## src/motor_feedback_frame_decoder_defines.svh

```systemverilog
// ----------------------------------------------------------------------------
// Assertion macros
// Shared concurrent assertion forms for the frame decoder. They expect
// signals named clock and reset in the scope of use.
// ----------------------------------------------------------------------------
`ifndef MOTOR_FEEDBACK_FRAME_DECODER_DEFINES_SVH
`define MOTOR_FEEDBACK_FRAME_DECODER_DEFINES_SVH

// same-cycle implication
`define MFD_ASSERT_NOW(label, cond, expr, msg) \
   label: assert property (@(posedge clock) disable iff (reset) (cond) |-> (expr)) \
      else $error(msg);

// next-cycle implication
`define MFD_ASSERT_NEXT(label, cond, expr, msg) \
   label: assert property (@(posedge clock) disable iff (reset) (cond) |=> (expr)) \
      else $error(msg);

`endif

```

## src/mfd_pkg.sv

```systemverilog
// ----------------------------------------------------------------------------
// Frame decoder package
// Widths, frame identifiers, register indexes, reset values and the structs
// passed between the decoder modules.
// ----------------------------------------------------------------------------
package mfd_pkg;

   localparam int ENCODER_COUNTS = 8192;

   localparam int ID_W     = 11;
   localparam int WORD_W   = 16;
   localparam int SLOT_W   = 3;
   localparam int CENTRE_W = 13;

   localparam int REQ_TDATA_W = 3 * WORD_W;
   localparam int REQ_TUSER_W = ID_W;
   localparam int RSP_FIELD_W = 4 * WORD_W + CENTRE_W;
   localparam int RSP_TDATA_W = ((RSP_FIELD_W + 7) / 8) * 8;
   localparam int RSP_PAD_W   = RSP_TDATA_W - RSP_FIELD_W;
   localparam int RSP_TUSER_W = SLOT_W;

   localparam int CSR_INDEX_W = 3;
   localparam int CSR_DATA_W  = 17;

   localparam int MUL_A_W   = 17;
   localparam int MUL_B_W   = 17;
   localparam int MUL_P_W   = MUL_A_W + 1 + MUL_B_W;
   localparam int MUL_CNT_W = $clog2(MUL_B_W);

   localparam logic [ID_W-1:0] ID_WHEEL_FIRST = 11'h201;
   localparam logic [ID_W-1:0] ID_WHEEL_LAST  = 11'h204;
   localparam logic [ID_W-1:0] ID_YAW         = 11'h205;
   localparam logic [ID_W-1:0] ID_PITCH       = 11'h206;
   localparam logic [ID_W-1:0] ID_FEEDER      = 11'h207;

   localparam logic [SLOT_W-1:0] SLOT_YAW    = 3'd4;
   localparam logic [SLOT_W-1:0] SLOT_PITCH  = 3'd5;
   localparam logic [SLOT_W-1:0] SLOT_FEEDER = 3'd6;

   localparam logic [CSR_INDEX_W-1:0] REG_YAW_OFFSET     = 3'd0;
   localparam logic [CSR_INDEX_W-1:0] REG_PITCH_OFFSET   = 3'd1;
   localparam logic [CSR_INDEX_W-1:0] REG_WRAP_THRESHOLD = 3'd2;
   localparam logic [CSR_INDEX_W-1:0] REG_WINDOW_LENGTH  = 3'd3;
   localparam logic [CSR_INDEX_W-1:0] REG_SMOOTHING      = 3'd4;
   localparam logic [CSR_INDEX_W-1:0] REG_PITCH_GAIN     = 3'd5;
   localparam logic [CSR_INDEX_W-1:0] REG_YAW_GAIN       = 3'd6;

   typedef struct packed {
      logic [12:0] yaw_offset;
      logic [12:0] pitch_offset;
      logic [11:0] wrap_threshold;
      logic [3:0]  window_length;
      logic [16:0] smoothing_q16;
      logic [15:0] pitch_rate_gain_q8;
      logic [7:0]  yaw_rate_gain;
   } cfg_type;

   localparam cfg_type CFG_RESET = '{
      yaw_offset:         13'd6845,
      pitch_offset:       13'd5800,
      wrap_threshold:     12'd100,
      window_length:      4'd5,
      smoothing_q16:      17'd58982,
      pitch_rate_gain_q8: 16'd2250,
      yaw_rate_gain:      8'd6
   };

   typedef struct packed {
      logic                      start;
      logic signed [MUL_A_W-1:0] a;
      logic [MUL_B_W-1:0]        b;
   } mul_req_type;

   typedef struct packed {
      logic                      done;
      logic signed [MUL_P_W-1:0] product;
   } mul_rsp_type;

   typedef struct packed {
      logic [SLOT_W-1:0]          motor_slot;
      logic [WORD_W-1:0]          raw_angle;
      logic signed [WORD_W-1:0]   motor_speed;
      logic signed [WORD_W-1:0]   motor_current;
      logic signed [CENTRE_W-1:0] centred_angle;
      logic signed [WORD_W-1:0]   angular_rate;
   } result_type;

endpackage

```

## src/mfd_csr.sv

```systemverilog
// ----------------------------------------------------------------------------
// Frame decoder configuration registers
// Holds the offsets, unwrap threshold, window length and gains; one write
// beat per cycle, indexes beyond the register list are dropped.
// ----------------------------------------------------------------------------
module mfd_csr (
   input  logic                               clock,
   input  logic                               reset,
   input  logic                               csr_valid,
   output logic                               csr_ready,
   input  logic [mfd_pkg::CSR_INDEX_W-1:0]    csr_index,
   input  logic [mfd_pkg::CSR_DATA_W-1:0]     csr_data,
   output mfd_pkg::cfg_type                   cfg
);
   import mfd_pkg::*;

   cfg_type cfg_ff, cfg_in;

   assign csr_ready = 1'b1;
   assign cfg       = cfg_ff;

   always_comb begin
      cfg_in = cfg_ff;
      if (csr_valid) begin
         unique case (csr_index)
            REG_YAW_OFFSET:     cfg_in.yaw_offset         = csr_data[12:0];
            REG_PITCH_OFFSET:   cfg_in.pitch_offset       = csr_data[12:0];
            REG_WRAP_THRESHOLD: cfg_in.wrap_threshold     = csr_data[11:0];
            REG_WINDOW_LENGTH:  cfg_in.window_length      = csr_data[3:0];
            REG_SMOOTHING:      cfg_in.smoothing_q16      = csr_data[16:0];
            REG_PITCH_GAIN:     cfg_in.pitch_rate_gain_q8 = csr_data[15:0];
            REG_YAW_GAIN:       cfg_in.yaw_rate_gain      = csr_data[7:0];
            default:            cfg_in                    = cfg_ff;
         endcase
      end
   end

   always_ff @(posedge clock) begin
      if (reset) begin
         cfg_ff <= CFG_RESET;
      end else begin
         cfg_ff <= cfg_in;
      end
   end

endmodule

```

## src/mfd_serial_mul.sv

```systemverilog
// ----------------------------------------------------------------------------
// Bit-serial multiplier
// Signed multiplicand times unsigned multiplier, one multiplier bit per
// cycle, LSB first, through a right-shifting product register.
// ----------------------------------------------------------------------------
`include "motor_feedback_frame_decoder_defines.svh"

module mfd_serial_mul (
   input  logic                 clock,
   input  logic                 reset,
   input  mfd_pkg::mul_req_type mul_req,
   output mfd_pkg::mul_rsp_type mul_rsp
);
   import mfd_pkg::*;

   localparam logic [MUL_CNT_W-1:0] MUL_LAST = MUL_CNT_W'(MUL_B_W - 1);

   logic                      busy_ff, busy_in;
   logic                      done_ff, done_in;
   logic [MUL_CNT_W-1:0]      count_ff, count_in;
   logic signed [MUL_A_W-1:0] a_ff, a_in;
   logic [MUL_P_W-1:0]        prod_ff, prod_in;
   logic [MUL_A_W:0]          hi;
   logic [MUL_A_W+1:0]        sum;

   always_comb begin
      hi       = prod_ff[MUL_P_W-1 -: MUL_A_W+1];
      sum      = {hi[MUL_A_W], hi}
               + (prod_ff[0] ? {{2{a_ff[MUL_A_W-1]}}, a_ff} : '0);
      busy_in  = busy_ff;
      done_in  = 1'b0;
      count_in = count_ff;
      a_in     = a_ff;
      prod_in  = prod_ff;
      if (mul_req.start) begin
         busy_in  = 1'b1;
         count_in = '0;
         a_in     = mul_req.a;
         prod_in  = {{(MUL_A_W+1){1'b0}}, mul_req.b};
      end else if (busy_ff) begin
         prod_in  = {sum, prod_ff[MUL_B_W-1:1]};
         count_in = count_ff + 1'b1;
         if (count_ff == MUL_LAST) begin
            busy_in = 1'b0;
            done_in = 1'b1;
         end
      end
   end

   always_ff @(posedge clock) begin
      if (reset) begin
         busy_ff  <= 1'b0;
         done_ff  <= 1'b0;
         count_ff <= '0;
      end else begin
         busy_ff  <= busy_in;
         done_ff  <= done_in;
         count_ff <= count_in;
      end
   end

   always_ff @(posedge clock) begin
      a_ff    <= a_in;
      prod_ff <= prod_in;
   end

   assign mul_rsp.done    = done_ff;
   assign mul_rsp.product = prod_ff;

   `MFD_ASSERT_NOW(a_mul_start_idle, mul_req.start, !busy_ff, "multiply started while busy")
   `MFD_ASSERT_NOW(a_mul_done_idle, done_ff, !busy_ff, "done raised while still shifting")
   `MFD_ASSERT_NEXT(a_mul_last_done, busy_ff && !mul_req.start && count_ff == MUL_LAST,
      done_ff && !busy_ff, "last step did not finish the product")

endmodule

```

## src/mfd_core.sv

```systemverilog
// ----------------------------------------------------------------------------
// Frame decoder sequencer
// Decodes the frame identifier, unwraps and windows the pitch encoder,
// drives the serial multiplier for smoothing and rates, builds the result.
// ----------------------------------------------------------------------------
`include "motor_feedback_frame_decoder_defines.svh"

module mfd_core (
   input  logic                         clock,
   input  logic                         reset,
   input  mfd_pkg::cfg_type             cfg,
   input  logic                         req_tvalid,
   output logic                         req_tready,
   input  logic [mfd_pkg::ID_W-1:0]     req_frame_id,
   input  logic [mfd_pkg::WORD_W-1:0]   req_word0,
   input  logic [mfd_pkg::WORD_W-1:0]   req_word1,
   input  logic [mfd_pkg::WORD_W-1:0]   req_word2,
   output mfd_pkg::mul_req_type         mul_req,
   input  mfd_pkg::mul_rsp_type         mul_rsp,
   input  logic                         out_free,
   output logic                         res_valid,
   output mfd_pkg::result_type          result
);
   import mfd_pkg::*;

   typedef enum logic [3:0] {
      S_IDLE, S_YAW_MUL, S_YAW_WAIT, S_P_DELTA, S_P_UNWRAP, S_P_ACCUM,
      S_P_MIX, S_MIX_WAIT, S_P_SMOOTH, S_P_RATE, S_RATE_WAIT, S_EMIT
   } state_type;

   typedef enum logic [1:0] {K_WHEEL, K_YAW, K_PITCH, K_FEEDER} kind_type;

   localparam logic signed [17:0] ENC_COUNT = 18'(ENCODER_COUNTS);
   localparam logic signed [17:0] ENC_HALF  = 18'(ENCODER_COUNTS / 2 - 1);
   localparam logic signed [17:0] ENC_WRAP  = 18'(ENCODER_COUNTS - 1);
   localparam logic [16:0]        W_ONE     = 17'(65536);

   function automatic logic signed [15:0] sat16(input logic signed [35:0] v);
      logic signed [15:0] r;
      if (v > 36'sd32767) r = 16'sh7fff;
      else if (v < -36'sd32768) r = 16'sh8000;
      else r = v[15:0];
      return r;
   endfunction

   function automatic logic signed [19:0] sat20(input logic signed [20:0] v);
      logic signed [19:0] r;
      if (v > 21'sd524287) r = 20'sh7ffff;
      else if (v < -21'sd524288) r = 20'sh80000;
      else r = v[19:0];
      return r;
   endfunction

   function automatic logic signed [12:0] sat13(input logic signed [17:0] v);
      logic signed [12:0] r;
      if (v > 18'sd4095) r = 13'sh0fff;
      else if (v < -18'sd4096) r = 13'sh1000;
      else r = v[12:0];
      return r;
   endfunction

   state_type          state_ff, state_in;
   kind_type           kind_ff, kind_in;
   logic [15:0]        prev_ff, prev_in;
   logic signed [19:0] sum_ff, sum_in;
   logic [3:0]         count_ff, count_in;
   logic signed [15:0] held_ff, held_in;
   logic signed [15:0] smoothed_ff, smoothed_in;

   logic [SLOT_W-1:0]  slot_ff, slot_in;
   logic [15:0]        w0_ff, w0_in;
   logic signed [15:0] s1_ff, s1_in;
   logic signed [15:0] s2_ff, s2_in;
   logic signed [17:0] c_ff, c_in;
   logic signed [15:0] rate_ff, rate_in;
   logic signed [16:0] d_ff, d_in;
   logic signed [17:0] add_ff, add_in;
   logic signed [35:0] mix_ff, mix_in;

   logic               in_fire;
   logic signed [16:0] thr;
   logic               small_step;
   logic signed [20:0] sum_wide;
   logic signed [19:0] sum_sat;
   logic [3:0]         count_inc;
   logic [16:0]        w_eff;
   logic signed [16:0] mix_a;
   logic signed [35:0] prod36;
   logic signed [35:0] mix_adj;
   logic signed [35:0] rate_adj;
   logic signed [17:0] c_wrap;
   logic signed [12:0] centred;
   logic [12:0]        offset_sel;

   assign req_tready = (state_ff == S_IDLE);
   assign in_fire    = req_tvalid && req_tready;
   assign res_valid  = (state_ff == S_EMIT);

   always_comb begin
      thr        = signed'({5'b0, cfg.wrap_threshold});
      small_step = (d_ff < thr) && (d_ff > -thr);
      sum_wide   = {sum_ff[19], sum_ff} + {{3{add_ff[17]}}, add_ff};
      sum_sat    = sat20(sum_wide);
      count_inc  = count_ff + 1'b1;
      w_eff      = (cfg.smoothing_q16 > W_ONE) ? W_ONE : cfg.smoothing_q16;
      mix_a      = {held_ff[15], held_ff} - {smoothed_ff[15], smoothed_ff};
      prod36     = {mul_rsp.product[MUL_P_W-1], mul_rsp.product};
      mix_adj    = mix_ff + (mix_ff[35] ? 36'sd65535 : 36'sd0);
      rate_adj   = prod36 + (prod36[35] ? 36'sd255 : 36'sd0);
      offset_sel = (req_frame_id == ID_PITCH) ? cfg.pitch_offset : cfg.yaw_offset;
      if (c_ff > ENC_HALF) c_wrap = c_ff - ENC_WRAP;
      else if (c_ff < -ENC_HALF) c_wrap = c_ff + ENC_WRAP;
      else c_wrap = c_ff;
      centred = sat13(c_wrap);
   end

   // multiplier operands by state
   always_comb begin
      mul_req.start = (state_ff == S_YAW_MUL) || (state_ff == S_P_MIX)
                   || (state_ff == S_P_RATE);
      unique case (state_ff)
         S_YAW_MUL: begin
            mul_req.a = {s1_ff[15], s1_ff};
            mul_req.b = {9'b0, cfg.yaw_rate_gain};
         end
         S_P_MIX: begin
            mul_req.a = mix_a;
            mul_req.b = w_eff;
         end
         S_P_RATE: begin
            mul_req.a = {smoothed_ff[15], smoothed_ff};
            mul_req.b = {1'b0, cfg.pitch_rate_gain_q8};
         end
         default: begin
            mul_req.a = '0;
            mul_req.b = '0;
         end
      endcase
   end

   always_comb begin
      state_in    = state_ff;
      kind_in     = kind_ff;
      prev_in     = prev_ff;
      sum_in      = sum_ff;
      count_in    = count_ff;
      held_in     = held_ff;
      smoothed_in = smoothed_ff;
      slot_in     = slot_ff;
      w0_in       = w0_ff;
      s1_in       = s1_ff;
      s2_in       = s2_ff;
      c_in        = c_ff;
      rate_in     = rate_ff;
      d_in        = d_ff;
      add_in      = add_ff;
      mix_in      = mix_ff;
      unique case (state_ff)
         S_IDLE: begin
            if (in_fire) begin
               w0_in = req_word0;
               s1_in = req_word1;
               s2_in = req_word2;
               c_in  = {2'b0, req_word0} - {5'b0, offset_sel};
               priority if (req_frame_id >= ID_WHEEL_FIRST
                            && req_frame_id <= ID_WHEEL_LAST) begin
                  kind_in  = K_WHEEL;
                  slot_in  = SLOT_W'(req_frame_id - ID_WHEEL_FIRST);
                  state_in = S_EMIT;
               end else if (req_frame_id == ID_YAW) begin
                  kind_in  = K_YAW;
                  slot_in  = SLOT_YAW;
                  state_in = S_YAW_MUL;
               end else if (req_frame_id == ID_PITCH) begin
                  kind_in  = K_PITCH;
                  slot_in  = SLOT_PITCH;
                  state_in = S_P_DELTA;
               end else if (req_frame_id == ID_FEEDER) begin
                  kind_in  = K_FEEDER;
                  slot_in  = SLOT_FEEDER;
                  state_in = S_EMIT;
               end else begin
                  state_in = S_IDLE;
               end
            end
         end
         S_YAW_MUL: state_in = S_YAW_WAIT;
         S_YAW_WAIT: begin
            if (mul_rsp.done) begin
               rate_in  = sat16(prod36);
               state_in = S_EMIT;
            end
         end
         S_P_DELTA: begin
            d_in     = {1'b0, w0_ff} - {1'b0, prev_ff};
            state_in = S_P_UNWRAP;
         end
         S_P_UNWRAP: begin
            if (small_step) add_in = {d_ff[16], d_ff};
            else if (d_ff < 17'sd0) add_in = {d_ff[16], d_ff} + ENC_COUNT;
            else if (d_ff > 17'sd0) add_in = {d_ff[16], d_ff} - ENC_COUNT;
            else add_in = '0;
            state_in = S_P_ACCUM;
         end
         S_P_ACCUM: begin
            prev_in = w0_ff;
            if (count_inc >= cfg.window_length) begin
               count_in = '0;
               sum_in   = '0;
               held_in  = sat16({{16{sum_sat[19]}}, sum_sat});
            end else begin
               count_in = count_inc;
               sum_in   = sum_sat;
            end
            state_in = S_P_MIX;
         end
         S_P_MIX: state_in = S_MIX_WAIT;
         S_MIX_WAIT: begin
            if (mul_rsp.done) begin
               mix_in   = prod36 + {{4{smoothed_ff[15]}}, smoothed_ff, 16'b0};
               state_in = S_P_SMOOTH;
            end
         end
         S_P_SMOOTH: begin
            smoothed_in = sat16(mix_adj >>> 16);
            state_in    = S_P_RATE;
         end
         S_P_RATE: state_in = S_RATE_WAIT;
         S_RATE_WAIT: begin
            if (mul_rsp.done) begin
               rate_in  = sat16(rate_adj >>> 8);
               state_in = S_EMIT;
            end
         end
         S_EMIT: begin
            if (out_free) state_in = S_IDLE;
         end
         default: state_in = S_IDLE;
      endcase
   end

   always_ff @(posedge clock) begin
      if (reset) begin
         state_ff    <= S_IDLE;
         kind_ff     <= K_WHEEL;
         prev_ff     <= '0;
         sum_ff      <= '0;
         count_ff    <= '0;
         held_ff     <= '0;
         smoothed_ff <= '0;
      end else begin
         state_ff    <= state_in;
         kind_ff     <= kind_in;
         prev_ff     <= prev_in;
         sum_ff      <= sum_in;
         count_ff    <= count_in;
         held_ff     <= held_in;
         smoothed_ff <= smoothed_in;
      end
   end

   always_ff @(posedge clock) begin
      slot_ff <= slot_in;
      w0_ff   <= w0_in;
      s1_ff   <= s1_in;
      s2_ff   <= s2_in;
      c_ff    <= c_in;
      rate_ff <= rate_in;
      d_ff    <= d_in;
      add_ff  <= add_in;
      mix_ff  <= mix_in;
   end

   always_comb begin
      result.motor_slot = slot_ff;
      unique case (kind_ff)
         K_WHEEL: begin
            result.raw_angle     = '0;
            result.motor_speed   = s1_ff;
            result.motor_current = '0;
            result.centred_angle = '0;
            result.angular_rate  = '0;
         end
         K_YAW: begin
            result.raw_angle     = w0_ff;
            result.motor_speed   = s1_ff;
            result.motor_current = s2_ff;
            result.centred_angle = centred;
            result.angular_rate  = rate_ff;
         end
         K_PITCH: begin
            result.raw_angle     = w0_ff;
            result.motor_speed   = smoothed_ff;
            result.motor_current = s1_ff;
            result.centred_angle = centred;
            result.angular_rate  = rate_ff;
         end
         default: begin
            result.raw_angle     = w0_ff;
            result.motor_speed   = s1_ff;
            result.motor_current = s2_ff;
            result.centred_angle = '0;
            result.angular_rate  = '0;
         end
      endcase
   end

   `MFD_ASSERT_NOW(a_core_done_wait, mul_rsp.done,
      state_ff == S_YAW_WAIT || state_ff == S_MIX_WAIT || state_ff == S_RATE_WAIT,
      "product arrived outside a wait state")
   `MFD_ASSERT_NEXT(a_core_emit_hold, state_ff == S_EMIT && !out_free,
      state_ff == S_EMIT, "result dropped while output busy")
   `MFD_ASSERT_NEXT(a_core_smooth_only, state_ff != S_P_SMOOTH,
      $stable(smoothed_ff), "smoothed velocity changed outside update")

endmodule

```

## src/motor_feedback_frame_decoder.sv

```systemverilog
// ----------------------------------------------------------------------------
// Motor feedback frame decoder
// Decodes one motor feedback frame per request beat into one result beat
// with slot, angle, speed, current, centred angle and rate.
// ----------------------------------------------------------------------------
// A request beat carries the frame identifier in req_tuser and the three
// payload words in req_tdata; identifiers outside 0x201-0x207 are consumed
// and give no result. Wheel and feeder frames need no multiply; yaw and
// pitch frames wait on the 17-step bit-serial multiplier, used once for
// the yaw rate and twice for pitch (smoothing, then rate). A new frame is
// accepted only after the previous result has left the core. A finished
// result sits in the output register, so the next frame is accepted while
// it waits for rsp_tready. Configuration writes are taken every cycle and
// belong to quiet periods between frames.
module motor_feedback_frame_decoder (
   input  logic                                clock,
   input  logic                                reset,
   input  logic                                req_tvalid,
   output logic                                req_tready,
   input  logic [mfd_pkg::REQ_TDATA_W-1:0]     req_tdata,  // word0, word1, word2
   input  logic [mfd_pkg::REQ_TUSER_W-1:0]     req_tuser,  // frame_id
   output logic                                rsp_tvalid,
   input  logic                                rsp_tready,
   // raw_angle, motor_speed, motor_current, centred_angle, angular_rate, pad
   output logic [mfd_pkg::RSP_TDATA_W-1:0]     rsp_tdata,
   output logic [mfd_pkg::RSP_TUSER_W-1:0]     rsp_tuser,  // motor_slot
   input  logic                                csr_valid,
   output logic                                csr_ready,
   input  logic [mfd_pkg::CSR_INDEX_W-1:0]     csr_index,
   input  logic [mfd_pkg::CSR_DATA_W-1:0]      csr_data
);
   import mfd_pkg::*;

   cfg_type     cfg;
   mul_req_type mul_req;
   mul_rsp_type mul_rsp;
   result_type  result;
   logic        res_valid;
   logic        out_free;
   logic        load;

   logic        rsp_valid_ff, rsp_valid_in;
   result_type  rsp_data_ff, rsp_data_in;

   mfd_csr u_csr (
      .clock     (clock),
      .reset     (reset),
      .csr_valid (csr_valid),
      .csr_ready (csr_ready),
      .csr_index (csr_index),
      .csr_data  (csr_data),
      .cfg       (cfg)
   );

   mfd_serial_mul u_mul (
      .clock   (clock),
      .reset   (reset),
      .mul_req (mul_req),
      .mul_rsp (mul_rsp)
   );

   mfd_core u_core (
      .clock        (clock),
      .reset        (reset),
      .cfg          (cfg),
      .req_tvalid   (req_tvalid),
      .req_tready   (req_tready),
      .req_frame_id (req_tuser[ID_W-1:0]),
      .req_word0    (req_tdata[WORD_W-1:0]),
      .req_word1    (req_tdata[2*WORD_W-1:WORD_W]),
      .req_word2    (req_tdata[3*WORD_W-1:2*WORD_W]),
      .mul_req      (mul_req),
      .mul_rsp      (mul_rsp),
      .out_free     (out_free),
      .res_valid    (res_valid),
      .result       (result)
   );

   assign out_free = !rsp_valid_ff || rsp_tready;
   assign load     = res_valid && out_free;

   always_comb begin
      rsp_data_in = rsp_data_ff;
      if (load) begin
         rsp_valid_in = 1'b1;
         rsp_data_in  = result;
      end else if (rsp_tready) begin
         rsp_valid_in = 1'b0;
      end else begin
         rsp_valid_in = rsp_valid_ff;
      end
   end

   always_ff @(posedge clock) begin
      if (reset) begin
         rsp_valid_ff <= 1'b0;
      end else begin
         rsp_valid_ff <= rsp_valid_in;
      end
   end

   always_ff @(posedge clock) begin
      rsp_data_ff <= rsp_data_in;
   end

   assign rsp_tvalid = rsp_valid_ff;
   assign rsp_tuser  = rsp_data_ff.motor_slot;
   assign rsp_tdata  = {{RSP_PAD_W{1'b0}},
                        rsp_data_ff.angular_rate,
                        rsp_data_ff.centred_angle,
                        rsp_data_ff.motor_current,
                        rsp_data_ff.motor_speed,
                        rsp_data_ff.raw_angle};

endmodule
```

## config.mk

```make
export PLATFORM = sky130hd
export DESIGN_NAME = motor_feedback_frame_decoder
export DESIGN_NICKNAME = d
export VERILOG_FILES = /design/src/mfd_pkg.sv /design/src/mfd_csr.sv /design/src/mfd_serial_mul.sv /design/src/mfd_core.sv /design/src/motor_feedback_frame_decoder.sv
export VERILOG_INCLUDE_DIRS = /design/src /design/src/src
export SDC_FILE = /design/constraint.sdc
export NUM_CORES = 1
export LEC_CHECK = 0
export BUFFER_PORTS_ARGS = -buffer_cell sky130_fd_sc_hd__buf_2
export CORE_ASPECT_RATIO = 2
export CORE_MARGIN = 2
export CORE_UTILIZATION = 60
export CTS_CLUSTER_SIZE = 16
export DETAILED_ROUTE_END_ITERATION = 8
export GPL_ROUTABILITY_DRIVEN = 1
export PLACE_DENSITY_LB_ADDON = 0.12
export SLEW_MARGIN = 20
export SYNTH_ARGS = -nofsm -noshare
export SYNTH_HDL_FRONTEND = slang
export SYNTH_SLANG_ARGS = --single-unit
```

## constraint.sdc

```tcl
create_clock -name clock -period 4.9 [get_ports clock]
set_clock_uncertainty 0.2 [all_clocks]
set_input_delay 0.98 -clock clock [delete_from_list [all_inputs] [get_ports clock]]
set_output_delay 0.98 -clock clock [all_outputs]
set_load 0.1 [all_outputs]
```

* Word level (Yosys, flattened, before mapping) *
Cells that the tools add are included.
Widths: inputs -> output; s select.

operators by class
  mux-type cells = 54
  reductions and logical operators = 31
  bitwise gates (word level) = 1
  $add $sub $neg = 16
  eq/ne operators = 29
  order comparisons = 22

operator list
  cell                  count
  $pmux 77 s3           1
  $mux 16               11
  $pmux 34 s3           1
  $mux 18               5
  $mux 20               3
  $mux 17               3
  $pmux 4 s11           1
  $gt 20x16->1 const B  2
  $lt 20x16->1 const B  2
  $mux 13               3
  $add 35x32->36        1
  $add 35x9->36         1
  $add 36x17->36        1
  $gt 18x13->1 const B  2
  $lt 18x13->1 const B  2
  $mux 4                9
  $gt 35x16->1 const B  1
  $lt 35x16->1 const B  1
  $sub 16x16->17        2
  $eq 11x10->1 const B  3
  $pmux 16 s2           1
  $gt 28x16->1 const B  1
  $lt 28x16->1 const B  1
  $add 20x18->21        1
  51 further kinds      94

storage, ports and cells
  flip-flop bits (word level) = 457
  word-level logic and storage cells = 189

* Longest topological paths before layout *
  word-level depth = 7
  mapped depth = 17
  depth with buffers taken out = 16

* Modules after synthesis *
Synthesis repeated with hierarchy kept, for this count alone.

second synthesis, totals
  cell total of the unflattened synthesis = 2572
  area total of the unflattened synthesis = 25919.9 µm²

modules (own cells, without submodules)
  module                        cells an instance  times used  area each (µm²)
  mfd_core                      1874               1           16958.8
  mfd_csr                       320                1           3340.7
  mfd_serial_mul                289                1           3136.8
  motor_feedback_frame_decoder  89                 1           2483.6

* Worst setup path before layout *
No wires, ideal clock.

  path kind = in2reg
  start point = input req_tuser[10] (netlist bit)
  end point = register u_core.c_ff[16] (data pin)
  setup slack = 0.285 ns
  data arrival time = 4.258 ns
  path buffers = 1
  stages on the path = 16
  required time = 4.543 ns
  library setup time = 0.157 ns
  cell sequence = nor3b_1 > nand2_1 > inv_1 > nand3_1 > buf_1 > mux2i_1 > ha_1 > nor2b_1 > o21ai_0 > a21boi_0 > o21ai_0 > a21oi_1 > o31a_1 > o311a_1 > o311a_1 > nor3_1

on the way
  longest elaborated chain between the ends = 3

ends and longest elaborated chain
  item                  RTL line                            RTL
  start, declared       motor_feedback_frame_decoder.sv:21  input logic [mfd_pkg::REQ_TUSER_W-1:0] req_tuser,
  $eq 11x10->1          mfd_core.sv:110                     offset_sel = (req_frame_id == ID_PITCH) ? cfg.pitch_offset : cfg.yaw_offset;
  $mux 13               mfd_core.sv:110
  $sub 16x13->17        mfd_core.sv:164                     c_in = {2'b0, req_word0} - {5'b0, offset_sel};
  end signal, assigned  mfd_core.sv:267                     c_ff <= c_in;
  end, declared         mfd_core.sv:74                      logic signed [17:0] c_ff, c_in;

No other way between the ends.
A chain may end at the register's enable or synchronous reset.

* Final worst setup path *
  start point = register u_csr.cfg_ff (netlist bit u_csr.cfg[47])
  end point = register u_core.add_ff[13] (data pin)

on the way
  longest elaborated chain between the ends = 4
  elaborated cells on any way between the ends = 5
  classes of those cells = add/sub: 1; order compare: 2; mux: 1; reduce/logical: 1

ends and longest elaborated chain
  item                    RTL line         RTL
  start, declared         mfd_csr.sv:17    cfg_type cfg_ff, cfg_in;
  start signal, assigned  mfd_csr.sv:42    cfg_ff <= cfg_in;
  $neg 12->17             mfd_core.sv:101  small_step = (d_ff < thr) && (d_ff > -thr);
  $gt 17x17->1            mfd_core.sv:101
  $logic_and 1x1->1 (*)   mfd_core.sv:101
  $mux 18 (*)             mfd_core.sv:199  if (small_step) add_in = {d_ff[16], d_ff};
  end signal, assigned    mfd_core.sv:270  add_ff <= add_in;
  end, declared           mfd_core.sv:77   logic signed [17:0] add_ff, add_in;

Every way passes the cells marked *; elsewhere a longest branch is shown, timed or not.

==> impl_metrics.tcl <==
set metrics [dict create \
    synth-edff-count 269 \
    p_int_mw 6.776 \
    synth_compound_area_share_pct 16.00 \
    tritoncts "done" \
    grt-ovfl-total 0 \
    hpwl_um 51290 \
    p_leak_nw 11.15 \
    drive_above_1_share_pct 12.15 \
    tightest_slew_ns 1.063 \
    peakVddDrop_mv 0.2970 \
    avgSynthCellArea_um2 9.816 \
    grt_pass1_wl_um 105500 \
    core_um2 41780 \
    clk_pin_slew_worst_paths_ns 0.06 \
    crit_slowest_cell "nor4_1" \
    start_util_pct 60.66 \
    vias_per_cell 6.082 \
    drtPass1Iterations 5 \
    synthSimpleGateAreaFrac_pct 17.03 \
    slew_headroom_pct 29.14 \
    cp_max_fo 7 \
    ctsResizeCount 0 \
    postRouteAntennaNets 0 \
    rsz0062_at_grt "false" \
    final_nets 2968 \
    hold_viol_final 0 \
    max_clock_freq_ghz 0.2309 \
    synth_mux_area_share_pct 3.100 \
    path_cells "nor3_1 -> nand2_1 -> nor4_1 -> nand2_1 -> o41ai_1 -> o21ai_0 -> ha_1 -> a21o_1 -> a21oi_1 -> nand2_1 -> o21ai_0 -> nand2_1 -> a31oi_1 -> nor2_1 -> mux2_2" \
    yosysWarningCount 0 \
    wl_um 68010 \
    synth_top_family_by_area "simple AND/OR/NAND/NOR gates" \
    syn_area_um2 25340 \
    grt_util_all_layers_pct 30.74 \
    synthTopCellsByCount "nand2_1 (303), edfxtp_1 (269), nor2_1 (194), dfxtp_1 (187), a21oi_1 (174)" \
    ios 170 \
    status "complete, no violations" \
    reg2reg_slack_ns 0.57 \
    p_clk_share_pct 36.3 \
    synth_xor_area_share_pct 4.562 \
    cts_buffer_depth 3 \
    dr.first_iter.drc_count 828 \
    cts_htree_levels 2 \
    cts.sinks 456 \
    async_flop_share_pct 0 \
    yosys-top-cells-area "edfxtp_1 (32%), dfxtp_1 (15%), ha_1 (8.4%)" \
    period_share_pct 88.40 \
    syn_to_final_growth_pct 10.87 \
    synth_cell_type_count 89 \
    die_x_um 149.3 \
    drc 0 \
    numPortBuffers 165 \
    rows 106 \
    cp_common_cell "nand2_1" \
    holdCritPathClass "reg2reg" \
    critPathMaxStageDelay_ns 0.51 \
    cts_hold_buf 0 \
    crit_buf_inv 0 \
    synthFlopType "edfxtp_1" \
    synth.yosys.seq_area_share_pct 46.64 \
    grt_pass1_vias 20223 \
    cts-root-buf "clkbuf_16" \
    postCtsSetupBuffers 0 \
    post-route-min-period_ns 4.332 \
    p_sw_mw 2.576 \
    die_height_um 294.7 \
    path_delay_family "simple AND/OR/NAND/NOR gates" \
    post_drt_wl_per_cell_um 20.70 \
    synth_top_area_share_pct 31.87 \
    p_seq_share_pct 48.3 \
    drv_cap 0 \
    endpoint_kind "flip-flop" \
    vias 19980 \
    hold_slack_ns 0.2283 \
    start_kind "flip-flop" \
    p_total_mw 9.352 \
    postPlaceCellArea_um2 26670 \
    yosysMostFrequentCell "nand2_1" \
    synth_area_leader_cell "edfxtp_1" \
    grt_max_degree 103 \
    final_util_pct 67.26 \
    final_area_um2 28100 \
    antenna_found_initial 4 \
    cts_made_buffers 42 \
    combinationalPowerShare_pct 15.4 \
    fin_tns_setup_ns 0 \
    critPathRequiredTime_ns 5.00 \
    cp.arrival_ns 4.44 \
    ys_seq_elements 456 \
    clk_latency_ns 0.56 \
    setup_violations 0 \
    synthAdderAreaFrac_pct 8.867 \
    p_sw_share_pct 27.55 \
    die_area_um2 44000 \
    critPathKind "reg2reg" \
    gp_congestion 0.9277 \
    drv_slew 0 \
    synthCells 2582 \
    pwr_density_cell_nw_per_um2 332.8 \
]
==> worst register-to-register path, cell delays in order (launching register included) <==
cell,delay (ns)
dfxtp_1,0.34
nor3_1,0.26
nand2_1,0.12
nor4_1,0.51
nand2_1,0.28
o41ai_1,0.27
o21ai_0,0.14
ha_1,0.31
a21o_1,0.16
a21oi_1,0.17
nand2_1,0.06
o21ai_0,0.21
nand2_1,0.08
a31oi_1,0.50
nor2_1,0.17
mux2_2,0.30
==> through the flow <==
stage                     worst slack, ns  instances
final                              0.5684       3285
after global routing               0.1956       3284
after CTS                          0.5461       3281
after detailed placement          0.09372       3204
after global placement             0.2830       3204
after floorplan                    0.2854       2584
==> cells by family after synthesis <==
| kind of cell | count (synthesis) |
|---|---|
| compound gates | 603 |
| xor+xnor | 132 |
| fa+ha+maj | 176 |
| buf+inv | 244 |
| flops | 456 |
| mux | 76 |
| other cells | 2 |
| simple gates | 893 |
==> cells in the final DEF, fill, tap and decap left out, drive strengths merged, types with 13 or more instances in the layout <==
master,n
nand2,303
edfxtp,269
nor2,195
buf,195
dfxtp,187
a21oi,175
ha,170
inv,130
o21ai,88
xnor2,75
nor3,67
a21o,63
xor2,57
clkbuf,57
mux2i,56
nand3,54
nor2b,49
and2,45
o21a,32
a211oi,29
or3,25
nand3b,25
nor4,25
a211o,22
and3,21
a31oi,21
nand2b,20
mux2,20
nand4,20
o22ai,19
a22o,17
a2bb2oi,16
or2,15
o31ai,15
o211ai,13
==> layer usage <==
| metal | wire length, µm | GRT usage, % |
|---|---|---|
| met5 | 11 | 0 |
| met4 | 4768 | 19.65 |
| met3 | 2562 | 3.498 |
| met2 | 37690 | 60.11 |
| met1 | 22980 | 29.60 |
==> layout make-up <==
| type | count | area (µm²) |
|---|---|---|
| clock inverter | 20 | 205.2 |
| clock buffer | 57 | 1201 |
| antenna | 4 | 10.01 |
| inverter | 129 | 484.2 |
| sequential | 456 | 11820 |
| tap | 540 | 675.6 |
| fill | 3313 | 13680 |
| multi-input combinational | 1884 | 12630 |
| timing repair buffer | 195 | 1066 |
==> path summary, 6_finish.rpt <==
kind | startpoint | depth (start not counted) | endpoint
max reg2reg | u_csr.cfg[47] | 15 | u_core.add_ff[13]
min reg2reg | u_core.slot_ff[2] | 0 | rsp_tuser[2]
min | u_core.slot_ff[2] | 0 | rsp_tuser[2]
max | u_csr.cfg[47] | 15 | u_core.add_ff[13]
==> flip-flops by register name, indices dropped and copies added (netlist names), 2 cells and up <==
| signal | flops |
|---|---|
| u_mul.prod_ff | 35 |
| u_core.kind_ff | 2 |
| u_core.count_ff | 4 |
| rsp_tuser | 3 |
| rsp_tdata | 77 |
| u_core.c_ff | 17 |
| u_core.d_ff | 17 |
| u_core.s2_ff | 16 |
| u_core.rate_ff | 16 |
| u_core.sum_ff | 20 |
| u_core.prev_ff | 16 |
| u_core.held_ff | 16 |
| u_mul.count_ff | 5 |
| u_core.w0_ff | 16 |
| u_core.s1_ff | 16 |
| u_csr.cfg | 83 |
| u_core.state_ff | 4 |
| u_core.mix_ff | 36 |
| u_core.add_ff | 18 |
| u_mul.a_ff | 17 |
| u_core.slot_ff | 3 |
| u_core.smoothed_ff | 16 |
==> power groups by stage <==
stage                     Sequential, mW  Clock (mW)  Combinational (mW)
after floorplan                     4.46           0                1.09
after global placement              4.59           0                1.37
after detailed placement            4.59           0                1.42
after CTS                           4.51        3.45                1.43
after global routing                4.53        3.58                1.59
final                               4.52        3.40                1.44
(Power assumes the default switching activity.)
